<file path="config.mk">
export PLATFORM = sky130hd
export DESIGN_NAME = ezr_cordic
export DESIGN_NICKNAME = d
export VERILOG_FILES = /design/src/sv/ezr_pkg.sv /design/src/sv/ezr_cordic.sv
export SDC_FILE = /design/constraint.sdc
export NUM_CORES = 2
export LEC_CHECK = 0
export BUFFER_PORTS_ARGS = -buffer_cell sky130_fd_sc_hd__buf_2
export CORE_MARGIN = 2
export CORE_UTILIZATION = 55
export DETAILED_ROUTE_END_ITERATION = 16
export PLACE_DENSITY = 0.68
export SETUP_SLACK_MARGIN = 0.3
export SYNTH_ARGS = -nofsm -noshare
export SYNTH_HDL_FRONTEND = slang
export SYNTH_SLANG_ARGS = --single-unit
</file>
<file path="constraint.sdc">
create_clock -name clk -period 20.3 [get_ports clk]
set_clock_uncertainty 0.2 [all_clocks]
set_input_delay 2.03 -clock clk [delete_from_list [all_inputs] [get_ports clk]]
set_output_delay 2.03 -clock clk [all_outputs]
set_load 0.02 [all_outputs]
</file>
<file path="src/sv/ezr_pkg.sv">
// Package for the Z-Y-X Euler rotation matrix block.
// Holds the beat structs, Q30 constants and the CORDIC arctangent table.
// Depends on nothing.
package ezr_pkg;

  localparam int QF = 30;
  localparam int IW = 36;
  localparam int ANGLE_BITS = 16;
  localparam int ENTRY_BITS = 16;
  localparam logic signed [IW-1:0] PI_Q = 36'sd3373259426;
  localparam logic signed [IW-1:0] HALF_PI_Q = 36'sd1686629713;
  localparam logic signed [IW-1:0] TWO_PI_Q = 36'sd6746518852;
  localparam logic signed [IW-1:0] CORDIC_K = 36'sd652032874;

  typedef logic signed [IW-1:0] q_t;

  typedef struct packed {
    logic signed [ANGLE_BITS-1:0] angle_x;
    logic signed [ANGLE_BITS-1:0] angle_y;
    logic signed [ANGLE_BITS-1:0] angle_z;
  } in_beat_t;

  typedef struct packed {
    logic signed [ENTRY_BITS-1:0] r11;
    logic signed [ENTRY_BITS-1:0] r12;
    logic signed [ENTRY_BITS-1:0] r13;
    logic signed [ENTRY_BITS-1:0] r21;
    logic signed [ENTRY_BITS-1:0] r22;
    logic signed [ENTRY_BITS-1:0] r23;
    logic signed [ENTRY_BITS-1:0] r31;
    logic signed [ENTRY_BITS-1:0] r32;
    logic signed [ENTRY_BITS-1:0] r33;
  } out_beat_t;

  function automatic q_t atan_q(input int i);
    q_t r;
    begin
      case (i)
        0: r = 36'sd843314857;
        1: r = 36'sd497837829;
        2: r = 36'sd263043837;
        3: r = 36'sd133525159;
        4: r = 36'sd67021687;
        5: r = 36'sd33543516;
        6: r = 36'sd16775851;
        7: r = 36'sd8388437;
        8: r = 36'sd4194283;
        9: r = 36'sd2097149;
        default: r = (i < 30) ? (q_t'(1) <<< (30 - i)) : '0;
      endcase
      return r;
    end
  endfunction

  function automatic q_t qmul(input q_t a, input q_t b);
    logic signed [2*IW-1:0] p;
    begin
      p = a * b + (72'sd1 <<< (QF - 1));
      return q_t'(p >>> QF);
    end
  endfunction

endpackage

</file>
<file path="src/sv/ezr_cordic.sv">
// One CORDIC sine/cosine lane: range reduction stage then one register per step.
// Depends on ezr_pkg.
module ezr_cordic #(
  parameter int ANGLE_BITS = 16,
  parameter int STEPS = 14
) (
  input  logic clk,
  input  logic signed [ANGLE_BITS-1:0] angle,
  output ezr_pkg::q_t sin_q,
  output ezr_pkg::q_t cos_q
);
  import ezr_pkg::*;

  q_t a0, a1, ared;
  logic flip_c;
  q_t xs [0:STEPS];
  q_t ys [0:STEPS];
  q_t zs [0:STEPS];
  logic fl [0:STEPS];

  always_comb begin
    a0 = q_t'(angle) <<< (QF - (ANGLE_BITS - 4));
    a1 = a0;
    if (a0 > PI_Q) a1 = a0 - TWO_PI_Q;
    if (a1 > PI_Q) a1 = a1 - TWO_PI_Q;
    if (a0 < -PI_Q) a1 = a0 + TWO_PI_Q;
    if (a1 < -PI_Q) a1 = a1 + TWO_PI_Q;
    flip_c = 1'b0;
    ared = a1;
    if (a1 > HALF_PI_Q) begin
      ared = a1 - PI_Q;
      flip_c = 1'b1;
    end else if (a1 < -HALF_PI_Q) begin
      ared = a1 + PI_Q;
      flip_c = 1'b1;
    end
  end

  always_ff @(posedge clk) begin
    xs[0] <= CORDIC_K;
    ys[0] <= '0;
    zs[0] <= ared;
    fl[0] <= flip_c;
  end

  for (genvar i = 0; i < STEPS; i++) begin : g_step
    always_ff @(posedge clk) begin
      if (zs[i] >= 0) begin
        xs[i+1] <= xs[i] - (ys[i] >>> i);
        ys[i+1] <= ys[i] + (xs[i] >>> i);
        zs[i+1] <= zs[i] - atan_q(i);
      end else begin
        xs[i+1] <= xs[i] + (ys[i] >>> i);
        ys[i+1] <= ys[i] - (xs[i] >>> i);
        zs[i+1] <= zs[i] + atan_q(i);
      end
      fl[i+1] <= fl[i];
    end
  end

  assign cos_q = fl[STEPS] ? -xs[STEPS] : xs[STEPS];
  assign sin_q = fl[STEPS] ? -ys[STEPS] : ys[STEPS];
endmodule

</file>
Word-level counts from Yosys, hierarchy flattened
Memory sizes are Yosys's and may differ from the RTL's.
Index checks and enable logic that the tools add are counted.
Cells by class
  multiplexer cells: 94
  magnitude comparators: 20
  bitwise logic cells: 42
  $add $sub $neg: 91
Operators with widths (count)
  $mux 36: 50
  $ge 36x1->1 const B: 14
  $add 36x22->36 const B: 2
  $add 36x23->36: 2
  $add 36x24->36: 2
  $add 36x25->36: 2
  $add 36x26->36: 2
  $add 36x27->36: 2
  $add 36x28->36: 2
  $add 36x29->36: 2
  $add 36x30->36: 2
  $add 36x31->36: 2
  $add 36x32->36: 2
  $add 36x33->36: 2
  $add 36x34->36: 2
  $add 36x35->36: 2
  $neg 36->36: 2
  $sub 36x22->36 const B: 2
  $sub 36x23->36: 2
  $sub 36x24->36: 2
  $sub 36x25->36: 2
  $sub 36x26->36: 2
  $sub 36x27->36: 2
  $sub 36x28->36: 2
  47 further kinds: 139
Storage, ports and cells
  output and inout bits: 72
  memory bits (writable): 1635
  memories kept: 4
  bits of input ports: 17
  register bits: 0
  logic and storage cells: 251
Memory list
  xs: depth 15, bits a word 36, read ports 15, clocked after memory_dff 0, wr ports 15, line ezr_cordic.sv:16  | q_t xs [0:STEPS];
  ys: depth 15, bits a word 36, read ports 15, clocked after memory_dff 0, wr ports 15, line ezr_cordic.sv:17  | q_t ys [0:STEPS];
  zs: depth 15, bits a word 36, read ports 14, clocked after memory_dff 0, wr ports 15, line ezr_cordic.sv:18  | q_t zs [0:STEPS];
  fl: depth 15, bits a word 1, read ports 15, clocked after memory_dff 0, wr ports 15, line ezr_cordic.sv:19  | logic fl [0:STEPS];

Longest topological paths before layout
  depth in word-level cells: 10
  gate-level depth with buffers: 28
  gate-level depth less buffers: 26

Worst setup path before layout
OpenSTA, ideal clock, no wires.
  path kind: input to register
  from: in angle[0]
  to: mem zs[0][9] in the netlist's numbering
  data required time: 19979 ps
  setup slack: 13522 ps
  cell stages on the path: 22
  path buffers: 4
  library setup time: 121 ps
  data arrival time: 6457 ps
  path through: inv_1 -> ha_1 -> nand4b_1 -> o21ai_2 -> a211oi_4 -> inv_4 -> clkbuf_1 -> ha_1 -> o41ai_1 -> mux2i_1 -> and3_1 -> a31o_2 -> o2111ai_2 -> a21o_1 -> buf_6 -> buf_6 -> nand3_1 -> xnor2_2 -> o221ai_2 -> a221oi_4 -> buf_2 -> mux2_2
RTL lines
  start, declared: line ezr_cordic.sv:8  | input logic signed [ANGLE_BITS-1:0] angle,
  end, declared: line ezr_cordic.sv:18

==> impl_metrics.py <==
metrics = {
    "outcome": {
        "status": "complete, no violations",
    },
    "global_route": {
        "antenna_found_initial": 2,
        "grt_pass1_wl_mm": 419,
        "grt_pass1_vias": 80200,
        "grt-ovfl-total": 0,
        "grt_max_degree": 81,
        "grt.total_usage": 0.281,
    },
    "timing": {
        "relSlewSlack": 0.281,
        "hold_violations": 0,
        "worst_slew_pin_slew_ns": 1.06,
        "max_freq_mhz": 127,
        "finalCritPeriodShare": 0.387,
        "slew_violations": 0,
        "finalSetupViolations": 0,
        "grt_setup_unrepaired": "false",
        "tns_ns": 0,
        "period_minus_slack_ns": 7.87,
        "setup_ws_ns": 12.43,
    },
    "clocking": {
        "clk_path_buf_depth": 3,
        "cts_root_buf": "clkbuf_16",
        "cts_hold_buf": 0,
        "cts_setup_buffers": 0,
        "cts_tree": "done",
        "cts_resized": 0,
        "h-tree-depth": 4,
        "cts.sinks": 1330,
        "clk_pin_slew_worst_paths_ns": 0.06,
        "clock_latency_ns": 0.83,
        "cts-buffers-inserted": 150,
    },
    "setup_path": {
        "cp-startpoint": "zs[1][35]$_DFF_P_",
        "crit_buf_inv": 4,
        "setup.worst_path.end_class": "register",
        "worstSetupStartpointType": "register",
        "cp.required_ns": 20.83,
        "worst-endpoint-arrival_ns": 8.39,
        "path_max_fanout": 55,
        "critPathMaxStageDelay_ns": 0.64,
        "cp_top_family": "compound AO/OA/AOI/OAI gates",
        "reg2reg_from": "zs[1][35]$_DFF_P_",
        "slowest_stage": "nor3_1",
        "worstSetupPathType": "register to register",
        "cpMostUsedCell": "a21oi_1",
    },
    "synth": {
        "synth_cells": 11500,
        "ys_seq_area_frac": 0.271,
        "syn_area_mm2": 0.0984,
        "ys.flop_type": "dfxtp_1",
        "syn_area_per_cell_um2": 8.57,
        "ys_warn_count": 0,
        "syn_nets": 12800,
        "synth-seq-cells": 1330,
        "async_flop_share": 0,
        "synth_cell_type_count": 107,
        "synth-edff-count": 0,
    },
    "route": {
        "via_per_inst": 5.92,
        "via_count": 83400,
        "drc": 0,
        "firstDrtPassIters": 6,
        "routed_wl_mm": 262,
        "ant_nets": 0,
        "drtIter0Drc": 5739,
        "routedWlPerCell_um": 18.6,
    },
    "placed_design": {
        "gp_congestion": 0.925,
        "dp_hpwl_mm": 210,
        "pre_cts_slack_ns": 12.18,
        "port_buffers": 88,
    },
    "worst_hold_path": {
        "hp-start": "fl[12]$_DFF_P_",
        "hold_path.class": "register to register",
    },
    "die": {
        "start_util": 0.553,
        "die_x_um": 427,
        "die_area_mm2": 0.182,
        "core_mm2": 0.178,
        "rows": 155,
        "io_pins": 89,
        "die_h_um": 427,
    },
    "final_layout": {
        "layout_commonest_cell": "dfxtp_1",
        "fillCellCount": 15800,
        "final_cell_mix": "dfxtp_1 (1324), ha_1 (1280), xnor2_1 (1184)",
        "nets": 12900,
        "area_growth_pct": 8.39,
        "drive_gt1_frac": 0.0480,
    },
    "run": {
        "drv_cap": 0,
    },
}
-- metal layers --
metal  vias to the layer above  routed length (µm)  share of wire  global-route usage
li1                      41900                   -              -                   -
met4                         0                8940          0.034              0.0971
met3                       448               12000          0.046              0.0349
met5                         -                   0              0                   0
met2                      1913              124000           0.47               0.490
met1                     39200              117000           0.45               0.356
-- logic make-up after synthesis --
group	share of synthesized area
AND/OR/NAND/NOR	0.168
AO/OA/AOI/OAI	0.208
adder cells (fa/ha/maj)	0.169
XOR/XNOR	0.158
flip-flops	0.271
multiplexers	0.00434
buffers and inverters	0.0214
-- final cells by class --
type,count,area [µm²],share of cell area
clock buffer,202,4300,0.0403
tap,2355,2950,0.0276
timing repair buffer,120,681,0.00638
multi-input combinational,9614,69700,0.654
clock inverter,68,902,0.00846
inverter,397,1490,0.0140
sequential,1330,26600,0.250
antenna,3,7.51,0.0000704
-- final timing paths --
check | end | slack [ns] | cells after the start
setup / recovery | ys[3][34]$_DFF_P_ | 12.43 | 26
hold / removal | fl[13]$_DFF_P_ | 0.12 | 0
setup reg to reg | ys[3][34]$_DFF_P_ | 12.43 | 26
hold reg to reg | fl[13]$_DFF_P_ | 0.12 | 0
-- state kept, by name, indices dropped and copies added (netlist names) --
signal,count
zs,405
fl,14
xs,442
ys,469
-- synthesized netlist by cell type, types with 94 or more instances --
cell type / count / area (µm²)
inv_1: 388 / 1460
or3_1: 209 / 1310
a31oi_1: 100 / 626
ha_1: 1280 / 16000
a21o_1: 317 / 2380
nand2_1: 696 / 2610
nand2b_1: 222 / 1390
o21a_1: 231 / 1730
xor2_1: 582 / 5100
xnor2_1: 1184 / 10400
nand3_1: 207 / 1040
nor4_1: 99 / 619
o21ai_0: 694 / 3470
clkbuf_1: 116 / 435
nor3_1: 307 / 1540
dfxtp_1: 1330 / 26600
and3_1: 94 / 588
a211oi_1: 94 / 706
a21oi_1: 843 / 4220
nor2_1: 916 / 3440
o21bai_1: 111 / 833
o31ai_1: 235 / 1760
nor2b_1: 175 / 1090
-- through the flow --
stage / area (µm²) / util / std cells / hold slack [ns]
after detailed placement: 101000 / 0.570 / 13800 / 0.114
final: 107000 / 0.599 / 14100 / 0.119
after CTS: 107000 / 0.599 / 14100 / 0.121
after global routing: 107000 / 0.599 / 14100 / 0.126
after floorplan: 98400 / - / 11500 / 0.110
after global placement: 101000 / 0.570 / 13800 / 0.110
Power is not shown: default switching activity piles up to over one toggle a cycle in this logic, so the estimate is an artifact.
